File: src/rtl/pbcm_pkg.sv
// Package for the page buffer clock manager.
// Request modes, status codes, payload structs, the queue entry type and the back-end states.
// Depends on nothing.
package pbcm_pkg;

	typedef enum logic [2:0] {
		MODE_READ    = 3'd0,
		MODE_UNPIN   = 3'd1,
		MODE_ALLOC   = 3'd2,
		MODE_DISPOSE = 3'd3,
		MODE_FLUSH   = 3'd4
	} mode_t;

	typedef enum logic [2:0] {
		ST_OK          = 3'd0,
		ST_ALL_PINNED  = 3'd1,
		ST_NOT_RES     = 3'd2,
		ST_NOT_PINNED  = 3'd3,
		ST_PAGE_PINNED = 3'd4,
		ST_ALREADY_RES = 3'd5
	} status_t;

	localparam logic [7:0] PIN_MAX = 8'd255;
	localparam logic [4:0] CFG_RESET = 5'd16;

	typedef struct packed {
		logic [2:0]  mode;
		logic [7:0]  file_id;
		logic [23:0] page_no;
		logic        mark_dirty;
		logic        known;
	} cmd_t;

	typedef struct packed {
		logic [2:0]  status;
		logic [3:0]  frame_index;
		logic        writeback;
		logic [7:0]  writeback_file;
		logic [23:0] writeback_page;
		logic        last;
	} res_t;

	typedef enum logic [2:0] {
		EX_IDLE,
		EX_LOOK,
		EX_CLAIM,
		EX_FLUSH,
		EX_EMIT
	} ex_state_t;

endpackage

File: src/rtl/pbcm_front.sv
// Front end: accepts requests, decodes the mode and queues commands.
// Uses pbcm_pkg. Two-entry queue parts the input from the back end.
module pbcm_front (
	input  logic            clk,
	input  logic            arst_n,
	input  logic            in_valid,
	output logic            in_ready,
	input  logic [35:0]     in_data,
	output logic            cmd_valid,
	input  logic            cmd_ready,
	output pbcm_pkg::cmd_t  cmd
);
	import pbcm_pkg::*;

	cmd_t       q_q [2];
	logic       rd_q, wr_q;
	logic [1:0] cnt_q;
	cmd_t       dec;

	always_comb begin
		dec.mode       = in_data[2:0];
		dec.file_id    = in_data[10:3];
		dec.page_no    = in_data[34:11];
		dec.mark_dirty = in_data[35];
		dec.known      = (in_data[2:0] == MODE_READ) || (in_data[2:0] == MODE_UNPIN) ||
			(in_data[2:0] == MODE_ALLOC) || (in_data[2:0] == MODE_DISPOSE) ||
			(in_data[2:0] == MODE_FLUSH);
	end

	assign in_ready  = cnt_q != 2'd2;
	assign cmd_valid = cnt_q != 2'd0;
	assign cmd       = q_q[rd_q];

	always_ff @(posedge clk) begin
		if (in_valid && in_ready) q_q[wr_q] <= dec;
	end

	always_ff @(posedge clk or negedge arst_n) begin
		if (!arst_n) begin
			rd_q <= 1'b0; wr_q <= 1'b0; cnt_q <= 2'd0;
		end else begin
			if (in_valid && in_ready) wr_q <= ~wr_q;
			if (cmd_valid && cmd_ready) rd_q <= ~rd_q;
			cnt_q <= cnt_q + 2'(in_valid && in_ready) - 2'(cmd_valid && cmd_ready);
		end
	end

	a_cnt: assert property (@(posedge clk) disable iff (!arst_n) cnt_q <= 2'd2)
		else $error("queue overfill");
	a_full: assert property (@(posedge clk) disable iff (!arst_n)
		cnt_q == 2'd2 |-> !in_ready) else $error("accept while full");
	a_pop: assert property (@(posedge clk) disable iff (!arst_n)
		cnt_q == 2'd0 |-> !cmd_valid) else $error("pop from empty");
endmodule

File: src/rtl/pbcm_back.sv
// Back end: frame table, lookup scan, clock sweep and flush walk. Uses pbcm_pkg.
// One frame per cycle; a flush waits while the one-entry result register is full.
module pbcm_back #(
	parameter int NUM_FRAMES = 16
) (
	input  logic            clk,
	input  logic            arst_n,
	input  logic            cmd_valid,
	output logic            cmd_ready,
	input  pbcm_pkg::cmd_t  cmd,
	input  logic            cfg_we,
	input  logic [4:0]      cfg_wdata,
	output logic [4:0]      cfg_q,
	output logic            res_valid,
	input  logic            res_ready,
	output pbcm_pkg::res_t  res
);
	import pbcm_pkg::*;

	localparam int IW = (NUM_FRAMES > 1) ? $clog2(NUM_FRAMES) : 1;

	logic         valid_q [NUM_FRAMES];
	logic [7:0]   pins_q  [NUM_FRAMES];
	logic         ref_q   [NUM_FRAMES];
	logic         dirty_q [NUM_FRAMES];
	logic [7:0]   file_q  [NUM_FRAMES];
	logic [23:0]  page_q  [NUM_FRAMES];

	ex_state_t    st_q, st_d;
	cmd_t         c_q;
	logic [IW-1:0] idx_q, hand_q, start_q, n_m1;
	logic         round_q;
	logic         ov_q;
	res_t         out_q, pend_q;
	logic [4:0]   cfg_val;
	logic [5:0]   nsize;

	always_comb begin
		if (cfg_q == 5'd0) nsize = 6'd1;
		else if ({1'b0, cfg_q} > 6'(NUM_FRAMES)) nsize = 6'(NUM_FRAMES);
		else nsize = {1'b0, cfg_q};
		n_m1 = IW'(nsize - 6'd1);
	end
	assign cfg_val = cfg_wdata;

	logic  hit, ok_out, fl_match, fl_pin, take, load_out;
	logic [IW-1:0] nxt;
	assign hit = valid_q[idx_q] && file_q[idx_q] == c_q.file_id && page_q[idx_q] == c_q.page_no;
	assign ok_out = !ov_q || res_ready;
	assign res_valid = ov_q;
	assign res = out_q;
	assign cmd_ready = st_q == EX_IDLE;
	assign nxt = (hand_q == n_m1) ? '0 : hand_q + IW'(1);
	assign fl_match = valid_q[idx_q] && file_q[idx_q] == c_q.file_id;
	assign fl_pin = fl_match && pins_q[idx_q] != 8'd0;
	assign take = !valid_q[nxt] || (!ref_q[nxt] && pins_q[nxt] == 8'd0);

	function automatic res_t mk(logic [2:0] s, logic [3:0] f);
		res_t r;
		r = '0;
		r.status = s; r.frame_index = f; r.last = 1'b1;
		return r;
	endfunction

	always_comb begin
		st_d = st_q;
		load_out = 1'b0;
		case (st_q)
			EX_IDLE: if (cmd_valid) begin
				if (!cmd.known) st_d = EX_EMIT;
				else st_d = (cmd.mode == MODE_FLUSH) ? EX_FLUSH : EX_LOOK;
			end
			EX_LOOK: begin
				if (hit) st_d = EX_EMIT;
				else if (idx_q == n_m1)
					st_d = (c_q.mode == MODE_UNPIN || c_q.mode == MODE_DISPOSE) ? EX_EMIT : EX_CLAIM;
			end
			EX_CLAIM: begin
				if ((nxt == start_q && round_q) || take) st_d = EX_EMIT;
			end
			EX_FLUSH: if (ok_out) begin
				if (fl_pin || idx_q == n_m1) st_d = EX_EMIT;
				load_out = fl_match && !fl_pin && dirty_q[idx_q];
			end
			EX_EMIT: if (ok_out) begin
				st_d = EX_IDLE;
				load_out = 1'b1;
			end
			default: st_d = EX_IDLE;
		endcase
	end

	always_ff @(posedge clk) begin
		if (st_q == EX_IDLE && cmd_valid) c_q <= cmd;
	end

	always_ff @(posedge clk or negedge arst_n) begin
		if (!arst_n) begin
			st_q <= EX_IDLE; ov_q <= 1'b0; cfg_q <= CFG_RESET;
			hand_q <= IW'(NUM_FRAMES - 1); idx_q <= '0; start_q <= '0; round_q <= 1'b0;
			out_q <= '0; pend_q <= '0;
			for (int i = 0; i < NUM_FRAMES; i++) begin
				valid_q[i] <= 1'b0; pins_q[i] <= '0; ref_q[i] <= 1'b0;
				dirty_q[i] <= 1'b0; file_q[i] <= '0; page_q[i] <= '0;
			end
		end else begin
			st_q <= st_d;
			if (load_out) ov_q <= 1'b1;
			else if (res_ready) ov_q <= 1'b0;
			if (cfg_we) begin
				cfg_q <= cfg_val;
				hand_q <= (cfg_val == 5'd0) ? '0 :
					({1'b0, cfg_val} > 6'(NUM_FRAMES)) ? IW'(NUM_FRAMES - 1) :
					IW'(cfg_val - 5'd1);
				for (int i = 0; i < NUM_FRAMES; i++) begin
					valid_q[i] <= 1'b0; pins_q[i] <= '0; ref_q[i] <= 1'b0;
					dirty_q[i] <= 1'b0; file_q[i] <= '0; page_q[i] <= '0;
				end
			end
			case (st_q)
				EX_IDLE: if (cmd_valid) begin
					idx_q <= '0;
					if (!cmd.known) pend_q <= mk(ST_OK, 4'd0);
				end
				EX_LOOK: begin
					if (hit) begin
						case (c_q.mode)
							MODE_READ: begin
								ref_q[idx_q] <= 1'b1;
								if (pins_q[idx_q] != PIN_MAX) pins_q[idx_q] <= pins_q[idx_q] + 8'd1;
								pend_q <= mk(ST_OK, 4'(idx_q));
							end
							MODE_ALLOC: pend_q <= mk(ST_ALREADY_RES, 4'(idx_q));
							MODE_UNPIN: begin
								if (pins_q[idx_q] == 8'd0) pend_q <= mk(ST_NOT_PINNED, 4'(idx_q));
								else begin
									pins_q[idx_q] <= pins_q[idx_q] - 8'd1;
									if (c_q.mark_dirty) dirty_q[idx_q] <= 1'b1;
									pend_q <= mk(ST_OK, 4'(idx_q));
								end
							end
							default: begin
								valid_q[idx_q] <= 1'b0; pins_q[idx_q] <= '0; ref_q[idx_q] <= 1'b0;
								dirty_q[idx_q] <= 1'b0; file_q[idx_q] <= '0; page_q[idx_q] <= '0;
								pend_q <= mk(ST_OK, 4'(idx_q));
							end
						endcase
					end else if (idx_q == n_m1) begin
						case (c_q.mode)
							MODE_UNPIN: pend_q <= mk(ST_NOT_RES, 4'd0);
							MODE_DISPOSE: pend_q <= mk(ST_OK, 4'd0);
							default: begin start_q <= hand_q; round_q <= 1'b0; end
						endcase
					end else idx_q <= idx_q + IW'(1);
				end
				EX_CLAIM: begin
					hand_q <= nxt;
					if (nxt == start_q && round_q) begin
						pend_q <= mk(ST_ALL_PINNED, 4'd0);
					end else begin
						if (nxt == start_q) round_q <= 1'b1;
						if (ref_q[nxt] && valid_q[nxt]) ref_q[nxt] <= 1'b0;
						else if (take) begin
							pend_q <= '{status: ST_OK, frame_index: 4'(nxt),
								writeback: valid_q[nxt] && dirty_q[nxt],
								writeback_file: (valid_q[nxt] && dirty_q[nxt]) ? file_q[nxt] : 8'd0,
								writeback_page: (valid_q[nxt] && dirty_q[nxt]) ? page_q[nxt] : 24'd0,
								last: 1'b1};
							valid_q[nxt] <= 1'b1; pins_q[nxt] <= 8'd1; ref_q[nxt] <= 1'b1;
							dirty_q[nxt] <= 1'b0; file_q[nxt] <= c_q.file_id;
							page_q[nxt] <= c_q.page_no;
						end
					end
				end
				EX_FLUSH: if (ok_out) begin
					if (fl_pin) begin
						pend_q <= mk(ST_PAGE_PINNED, 4'(idx_q));
					end else begin
						if (fl_match) begin
							if (dirty_q[idx_q]) begin
								out_q <= '{status: ST_OK, frame_index: 4'(idx_q), writeback: 1'b1,
									writeback_file: file_q[idx_q], writeback_page: page_q[idx_q],
									last: 1'b0};
							end
							valid_q[idx_q] <= 1'b0; pins_q[idx_q] <= '0; ref_q[idx_q] <= 1'b0;
							dirty_q[idx_q] <= 1'b0; file_q[idx_q] <= '0; page_q[idx_q] <= '0;
						end
						if (idx_q == n_m1) pend_q <= mk(ST_OK, 4'd0);
						else idx_q <= idx_q + IW'(1);
					end
				end
				EX_EMIT: if (ok_out) out_q <= pend_q;
				default: ;
			endcase
		end
	end

	a_idx: assert property (@(posedge clk) disable iff (!arst_n)
		st_q == EX_FLUSH |-> idx_q <= n_m1) else $error("flush index past pool");
	a_hand: assert property (@(posedge clk) disable iff (!arst_n)
		hand_q <= n_m1) else $error("hand past pool");
	a_hold: assert property (@(posedge clk) disable iff (!arst_n)
		ov_q && !res_ready |=> ov_q && $stable(out_q)) else $error("result lost");
endmodule

File: src/rtl/page_buffer_clock_manager_top.sv
// Path of a request, n frames in use: dispatch, lookup scan over the n frames, clock sweep, emit;
// a flush walks the n frames, stops at a pinned page of its file and stalls on each waiting write-back.
// Throughput: one request in the back end at a time; a two-entry queue takes further requests
// meanwhile.
// Reset (arst_n low) clears every frame, sets frames_in_use to 16 and the hand to NUM_FRAMES-1.
// A frames_in_use write clears the pool in the same cycle; a request in flight may still write its frame then.
module page_buffer_clock_manager_top #(
	parameter int NUM_FRAMES = 16
) (
	input  logic        clk,
	input  logic        arst_n,
	input  logic        s_axis_tvalid,
	output logic        s_axis_tready,
	input  logic [39:0] s_axis_tdata,  // mode, file_id, page_no, mark_dirty
	output logic        m_axis_tvalid,
	input  logic        m_axis_tready,
	output logic [39:0] m_axis_tdata,  // status, frame_index, writeback, writeback_file, writeback_page
	output logic        m_axis_tlast,
	input  logic        psel,
	input  logic        penable,
	input  logic        pwrite,
	input  logic [1:0]  paddr,
	input  logic [31:0] pwdata,
	output logic [31:0] prdata,
	output logic        pready
);
	import pbcm_pkg::*;

	logic cmd_valid, cmd_ready, cfg_we;
	cmd_t cmd;
	res_t res;
	logic [4:0] cfg_q;

	assign pready = 1'b1;
	assign cfg_we = psel && penable && pwrite && paddr == 2'd0;
	assign prdata = (paddr == 2'd0) ? {27'd0, cfg_q} : 32'd0;

	pbcm_front u_front (
		.clk, .arst_n, .in_valid(s_axis_tvalid), .in_ready(s_axis_tready),
		.in_data(s_axis_tdata[35:0]), .cmd_valid, .cmd_ready, .cmd
	);

	pbcm_back #(.NUM_FRAMES(NUM_FRAMES)) u_back (
		.clk, .arst_n, .cmd_valid, .cmd_ready, .cmd, .cfg_we,
		.cfg_wdata(pwdata[4:0]), .cfg_q, .res_valid(m_axis_tvalid),
		.res_ready(m_axis_tready), .res
	);

	assign m_axis_tdata = {res.writeback_page, res.writeback_file,
		res.writeback, res.frame_index, res.status};
	assign m_axis_tlast = res.last;
endmodule
File: config.mk
export PLATFORM = sky130hd
export DESIGN_NAME = page_buffer_clock_manager_top
export DESIGN_NICKNAME = d
export VERILOG_FILES = /design/src/rtl/pbcm_pkg.sv /design/src/rtl/pbcm_front.sv /design/src/rtl/pbcm_back.sv /design/src/rtl/page_buffer_clock_manager_top.sv
export SDC_FILE = /design/constraint.sdc
export NUM_CORES = 2
export LEC_CHECK = 0
export CORE_ASPECT_RATIO = 1.4
export CORE_UTILIZATION = 51
export DETAILED_ROUTE_END_ITERATION = 6
export DONT_BUFFER_PORTS = 1
export PLACE_DENSITY = 0.66
export SLEW_MARGIN = 20
export SYNTH_ARGS = -nofsm -noshare
export SYNTH_HDL_FRONTEND = slang
export SYNTH_SLANG_ARGS = --single-unit
File: constraint.sdc
create_clock -name clk -period 7.2 [get_ports clk]
set_input_delay 0.72 -clock clk [delete_from_list [all_inputs] [get_ports clk]]
set_output_delay 0.72 -clock clk [all_outputs]
set_load 0.1 [all_outputs]
# Yosys cells after proc, flatten, opt, wreduce, memory -nomap -nowiden
# Memory sizes are Yosys's and may differ from the RTL's.
# Cells that the tools add are included.
[classes] addsub=8 magnitude_cmp=6 eq_ne=38 mux=173 n_bitwise=25 n_reduce_logical=55
[ops] cell="$mux W384" n=9
[ops] cell="$mux W128" n=19
[ops] cell="$pmux W128 S3" n=3
[ops] cell="$pmux W384 S3" n=1
[ops] cell="$mux W41" n=15
[ops] cell="$mux W16" n=27
[ops] cell="$and A384 B384 Y384" n=1
[ops] cell="$bwmux W128" n=3
[ops] cell="$bwmux W384" n=1
[ops] cell="$not A384 Y384" n=1
[ops] cell="$and A128 B128 Y128" n=2
[ops] cell="$pmux W41 S2" n=3
[ops] cell="$bmux W24 S4" n=2
[ops] cell="$demux W24 S4" n=2
[ops] cell="$mux W24" n=7
[ops] cell="$pmux W41 S4" n=1
[ops] cell="$pmux W16 S3" n=3
[ops] cell="$bmux W8 S4" n=4
[ops] cell="$not A128 Y128" n=1
[ops] cell="$and A112 B112 Y112" n=1
[ops] cell="$not A112 Y112" n=1
[ops] cell="$mux W8" n=11
[ops] cell="$and A16 B16 Y16" n=5
[ops] cell="$or A16 B16 Y16" n=5
[ops] cell="54 further kinds" n=177
[totals] regBits=832 ram_bits=74 inputBits=81 output_inout_bits=76 word_cells=428 n_memories=1
[mem_list] memory="u_front.q_q" words=2 width=37 rd=1 rd_clocked_by_memory_dff=0 write_ports=1 line_no="pbcm_front.sv:15" rtl="cmd_t q_q [2];"

# Longest topological paths before layout
[depth] ltp_word=17 ltp_mapped=21 depth_no_buf=15

# Modules after synthesis
# Synthesis repeated with hierarchy kept, for this count alone.
[unflattened] hier_cells=5035 area_unflattened_um2=50788.7
[modules_own_cells] module="pbcm_back" instances=1 cells_each=4860 area_per_inst_um2=47620.7 seq_area_each_um2=20906.3
[modules_own_cells] module="pbcm_front" instances=1 cells_each=138 area_per_inst_um2=2897.8 seq_area_each_um2=2322.2
[modules_own_cells] module="page_buffer_clock_manager_top" instances=1 cells_each=37 area_per_inst_um2=270.3 seq_area_each_um2=0.0

# Worst setup path before layout
# Ideal clock, no wire load.
[synth_timing] kind="register -> register" startpoint="reg u_back.st_q[1]" endpoint="reg u_front.cnt_q[1]" setup_ps=80 arrival_time_ps=5782 required_ps=7120 slack_ps=1338 path_stages_with_launch=9 path_buffers=2 synth_period_minus_slack_ps=5862 path_cell_list="dfrtp_1 -> clkbuf_1 -> clkbuf_1 -> nor4_1 -> ha_1 -> inv_1 -> ha_1 -> xnor2_1 -> xnor2_1"
[synth_via] elab_chain_cells=3
[synth_rtl] item="start: declaration" line_no="pbcm_back.sv:29" rtl="ex_state_t st_q, st_d;"
[synth_rtl] item="start signal: assignment" line_no="pbcm_back.sv:107" rtl="st_q <= st_d;"
[synth_rtl] item="$logic_not A3 Y1" line_no="pbcm_back.sv:52" rtl="assign cmd_ready = st_q == EX_IDLE;"
[synth_rtl] item="$logic_and A1 B1 Y1" line_no="pbcm_front.sv:44" rtl="cnt_q <= cnt_q + 2'(in_valid && in_ready) - 2'(cmd_valid && cmd_ready);"
[synth_rtl] item="$sub A2 B1 Y2" line_no="pbcm_front.sv:44"
[synth_rtl] item="end signal: assignment" line_no="pbcm_front.sv:44"
[synth_rtl] item="end: declaration" line_no="pbcm_front.sv:17" rtl="logic [1:0] cnt_q;"
# Every way passes these cells.
# A chain may end at the register's enable or synchronous reset.

# Worst setup path after layout
[layout_timing] startpoint="reg u_back.cfg_q[1]" endpoint="reg u_back.page_q[144] (netlist bit)"
[layout_via] elab_chain_cells=17 word_cells_on_any_way=35 cone_classes="add/sub (1); order compare (3); eq/ne (2); mux (19); bitwise (1); reduce/logical (9)"
[layout_rtl] item="start: declaration" line_no="pbcm_back.sv:13" rtl="output logic [4:0] cfg_q,"
[layout_rtl] item="start signal: assignment" line_no="pbcm_back.sv:111" rtl="cfg_q <= cfg_val;"
[layout_rtl] item="$gt A5 B5 Y1" line_no="pbcm_back.sv:40" rtl="else if ({1'b0, cfg_q} > 6'(NUM_FRAMES)) nsize = 6'(NUM_FRAMES);"
[layout_rtl] item="$mux W4" line_no="pbcm_back.sv:40"
[layout_rtl] item="$mux W4 (*)" line_no="pbcm_back.sv:39" rtl="if (cfg_q == 5'd0) nsize = 6'd1;"
[layout_rtl] item="$sub A4 B1 Y4 (*)" line_no="pbcm_back.sv:42" rtl="n_m1 = IW'(nsize - 6'd1);"
[layout_rtl] item="$eq A4 B4 Y1 (*)" line_no="pbcm_back.sv:53" rtl="assign nxt = (hand_q == n_m1) ? '0 : hand_q + IW'(1);"
[layout_rtl] item="$mux W4 (*)" line_no="pbcm_back.sv:53"
[layout_rtl] item="$not A4 Y5 (implied by the code)" line_no="pbcm_back.sv:56, pbcm_back.sv:162, pbcm_back.sv:171"
[layout_rtl] item="$bmux W8 S4 / $bmux W1 S4 (equally long branches)" line_no="pbcm_back.sv:56, pbcm_back.sv:162"
[layout_rtl] item="$mux W8 (implied by the code) / $mux W1 (equally long branches) (2 in series)" line_no="pbcm_back.sv:56, pbcm_back.sv:162"
[layout_rtl] item="$logic_not A8 Y1 / $logic_not A1 Y1 (equally long branches)" line_no="pbcm_back.sv:56" rtl="assign take = !valid_q[nxt] || (!ref_q[nxt] && pins_q[nxt] == 8'd0);"
[layout_rtl] item="$logic_and A1 B1 Y1" line_no="pbcm_back.sv:56"
[layout_rtl] item="$logic_or A1 B1 Y1" line_no="pbcm_back.sv:56"
[layout_rtl] item="$mux W384" line_no="pbcm_back.sv:163" rtl="else if (take) begin"
[layout_rtl] item="$mux W384" line_no="pbcm_back.sv:162" rtl="if (ref_q[nxt] && valid_q[nxt]) ref_q[nxt] <= 1'b0;"
[layout_rtl] item="$mux W384 (*)" line_no="pbcm_back.sv:158" rtl="if (nxt == start_q && round_q) begin"
[layout_rtl] item="$pmux W384 S3 (*)" line_no="pbcm_back.sv:120" rtl="case (st_q)"
[layout_rtl] item="end signal: indexed assignment" line_no="pbcm_back.sv:171" rtl="page_q[nxt] <= c_q.page_no;"
[layout_rtl] item="end: declaration" line_no="pbcm_back.sv:27" rtl="logic [23:0] page_q [NUM_FRAMES];"
# Mark *: on every way between the ends. The rest lies on a longest branch, timed or not. The select of a mux whose other input is x is not followed.

==> results.md <==
- Status: finished with violations
- Violations in the final reports: DRC, hold timing
- Initial Util: 51.7%
- Synthesized area per cell: 10.0 µm²
- Critical Path Most Common Cell: buf_4
- Max Clock Freq: 152 MHz
- Post-synth top area share: 38.3%
- Nets@finish: 5137
- Hold slack: -0.0730 ns
- Synth top area cells: dfrtp_1, a22o_1, edfxtp_1, mux4_2, mux2i_1
- Fill cells: 8831
- Fin crit period: 6.56 ns
- RSZ-0062 raised after global routing: false
- Antenna violations before repair: 21
- CP Class: flop to flop
- CTS resizes: 0
- Layout area overhead: 11.1%
- Register area share after synthesis: 44.9%
- EDFF count, synth: 110
- Synth Area in Compound Gates: 25.5%
- Data required, critical path: 7.89 ns
- DRT met1 WL: 84100 µm
- Design area: 57500 µm²
- Vias per cell: 7.72
- CP Cell Sequence: or3_1 -> a21oi_2 -> inv_2 -> ha_1 -> xor3_1 -> a211oi_4 -> buf_4 -> a211oi_4 -> buf_4 -> o31ai_1 -> nand4_1 -> nor3_1 -> buf_4 -> a21oi_1 -> buf_4 -> nand2_1 -> a21o_2 -> buf_4 -> a22o_1
- Number of global-route vias before repair: 47772
- Worst path slowest cell: a211oi_4
- CP Capture Type: flop
- Simple-Gate Fraction of Synth Area: 11.4%
- Hold Vio Cnt, Final: 37
- Syn Inst Count: 5167
- Worst IR Drop VDD: 528 µV
- Synth cell count leaders: dfrtp_1, nand2_1, a22o_1
- Crit share post-route: 91.2%
- Hold crit path type: primary input to asynchronous set/reset pin
- Total gr overflow: 0
- R2R setup slack: 0.64 ns
- Router iterations before antenna repair: 7
- Core box area: 100000 µm²
- CTS root buf: clkbuf_16
- Setup TNS: 0 ns
- Final setup viols: 0
- Setup Skew: 0.0632 ns
- DRT antenna net count: 0
- Adder-cell share of the synthesized area: 0.310%
- Distinct cells, synth: 105
- Longest Clk Path Bufs: 3
- Normalized max-slew margin: 18.9%
- First-pass GRT wire length: 363000 µm
- Pleak: 0.0239 µW
- Io pins: 157
- Die span in y: 379 µm
- Met3 wire length: 29200 µm
- Register clock-pin slew on the reported worst setup and hold paths: 0.07 ns
- Die Area: 103000 µm²
- Worst-path maximum fanout: 32
- Synthesized area: 51700 µm²
- Main synth FF type: dfrtp_1
- TritonCTS clock tree: yes
- Max stage delay on crit path: 0.79 ns
- Vias: 49772
- CTS Buf Count: 94
- Ys Warns: 0
- WL met2: 110000 µm
- Die Wd: 271 µm
- Drt drc: 1
- Largest net degree at the start of global routing: 797
- RePlAce Congestion: 1.07
- Worst Reg-to-Reg Cells: 19
- CP arrival: 7.25 ns
- CTS H-tree depth: 3
- Most common cell in the netlist: dfrtp_1
- Worst setup SP type: flop
- Rows: 137
- Post-synth ARST share: 87.9%
- Highest Signal Layer: met5
- DR WL/cell: 39.7 µm
- Clk sinks: 906
- Max Transition Viols Final: 0
- Drt total wl: 256000 µm
- Pwr Density: 527 nW/µm²
- Main combinational cell family by area after synthesis: compound AO/OA/AOI/OAI gates
- FF-to-FF Start: u_back.cfg_q[1]$_DFFE_PN0P_
- R2r endpoint: u_back.page_q[144]$_DFF_PN0_
- Post-synthesis mux area share: 11.9%
- Slew @ Worst Pin: 1.21 ns
- Post-synth top area cell: dfrtp_1
- Share of cells above drive strength 1: 14.3%
- Max-Cap Viols: 0
- Area after DPL: 54100 µm²
- Synth Register Bits: 906
- Final HPWL from detailed placement: 163000 µm
- Xor and xnor fraction of the mapped netlist area: 1.21%
- Buffers on Ports: 0
- Worst-skew pair later-pin latency: 0.77 ns
- Starting DRT DRC Count: 7530
- All-layer global routing usage: 49.8%
how the worst max path moves through the flow:
stage | startpoint | end | slack (ns) | cells past startpoint
after global placement | u_back.cfg_q[1]$_DFFE_PN0P_ | u_back.page_q[56]$_DFF_PN0_ | 0.92 | 16
after CTS | u_back.cfg_q[1]$_DFFE_PN0P_ | u_back.file_q[17]$_DFF_PN0_ | 0.77 | 16
final | u_back.cfg_q[1]$_DFFE_PN0P_ | u_back.page_q[144]$_DFF_PN0_ | 0.64 | 19
after detailed placement | u_back.cfg_q[1]$_DFFE_PN0P_ | u_back.page_q[60]$_DFF_PN0_ | 0.85 | 16
after global routing | u_back.cfg_q[1]$_DFFE_PN0P_ | u_back.file_q[17]$_DFF_PN0_ | 0.44 | 16
after floorplan | u_back.st_q[1]$_DFFE_PN0P_ | u_front.cnt_q[1]$_DFF_PN0_ | 1.34 | 8
timing repair:
item | CTS | global route
setup endpoints to repair | 0 | 0
buffers inserted | 0 | 0
endpoints found under the hold margin | 795 | 77
through the flow:
| step | setup WS [ns] | util, % | cells | power [µW] |
|---|---|---|---|---|
| after CTS | 0.771 | 57.1 | 6430 | 29100 |
| after global routing | 0.443 | 57.4 | 6444 | 30800 |
| after detailed placement | 0.849 | 54.0 | 6257 | 24000 |
| final | 0.635 | 57.4 | 6451 | 30300 |
| after floorplan | 1.34 | - | 5193 | 17100 |
| after global placement | 0.921 | 54.0 | 6257 | 23800 |
layout make-up:
| type | count | area [µm²] | share of cell area [%] |
|---|---|---|---|
| Clock buffer | 124 | 2580 | 4.48 |
| Sequential cell | 906 | 23200 | 40.4 |
| Multi-Input combinational cell | 3732 | 26600 | 46.3 |
| Clock inverter | 49 | 533 | 0.927 |
| Antenna cell | 10 | 25.0 | 0.0435 |
| Tap cell | 1320 | 1650 | 2.87 |
| Inverter | 30 | 113 | 0.196 |
| Timing Repair Buffer | 280 | 2720 | 4.73 |
cell usage in the layout, fill, tap and decap left out, drive strengths merged, types with 126 or more instances in the layout:
cell type | Yosys | final
o221ai | 146 | 146
o21ai | 304 | 304
a21oi | 259 | 259
nor2 | 314 | 314
clkbuf | 348 | 126
mux2i | 271 | 271
dfrtp | 791 | 791
a22o | 410 | 410
buf | 177 | 277
nand2 | 674 | 674
report_power, final:
group / total, µW / switching, µW / internal [µW]
Sequential: 9000 / 2380 / 6620
Clock: 5120 / 2300 / 2820
Combinational: 16200 / 11300 / 4880
Total: 30300 / 15900 / 14300
critical path: cells and delay by family (launching register included):
kind                       cells  cell delay (ns)
xor gates and xnor gates       1             0.49
and+or+nand+nor                4             1.18
DFF                            1             0.42
AOI/OAI and AO/OA              7             2.01
adders and majority gates      1             0.32
buffers and inverters          6             1.94
logic make-up (layout without fill, tap and decap cells):
| family | after synthesis | after routing |
|---|---|---|
| compound gates | 1809 | 1809 |
| simple gates | 1360 | 1360 |
| buf+inv | 555 | 483 |
| fa+ha+maj | 13 | 13 |
| flops | 906 | 906 |
| other cells | 2 | 38 |
| xor+xnor | 70 | 70 |
| mux | 452 | 452 |
sequential cells by signal (all words and copies together), names as in the netlist:
signal,count
u_back.c_q,36
u_back.cfg_q,5
u_back.dirty_q,16
u_back.file_q,128
u_back.hand_q,4
u_back.idx_q,4
u_back.page_q,384
u_back.pend_q,41
u_back.pins_q,128
u_back.ref_q,16
u_back.res,41
u_back.res_valid,1
u_back.round_q,1
u_back.st_q,3
u_back.start_q,4
u_back.valid_q,16
u_front.cnt_q,2
u_front.q_q,74
u_front.rd_q,1
u_front.wr_q,1
per-layer routing:
layer  GRT usage [%]  up-vias
met5           0.144        -
met4            49.8       20
met3            17.2     1481
met2            73.2     4046
met1            55.4    24725
li1                -    19500
(Power assumes the default switching activity.)
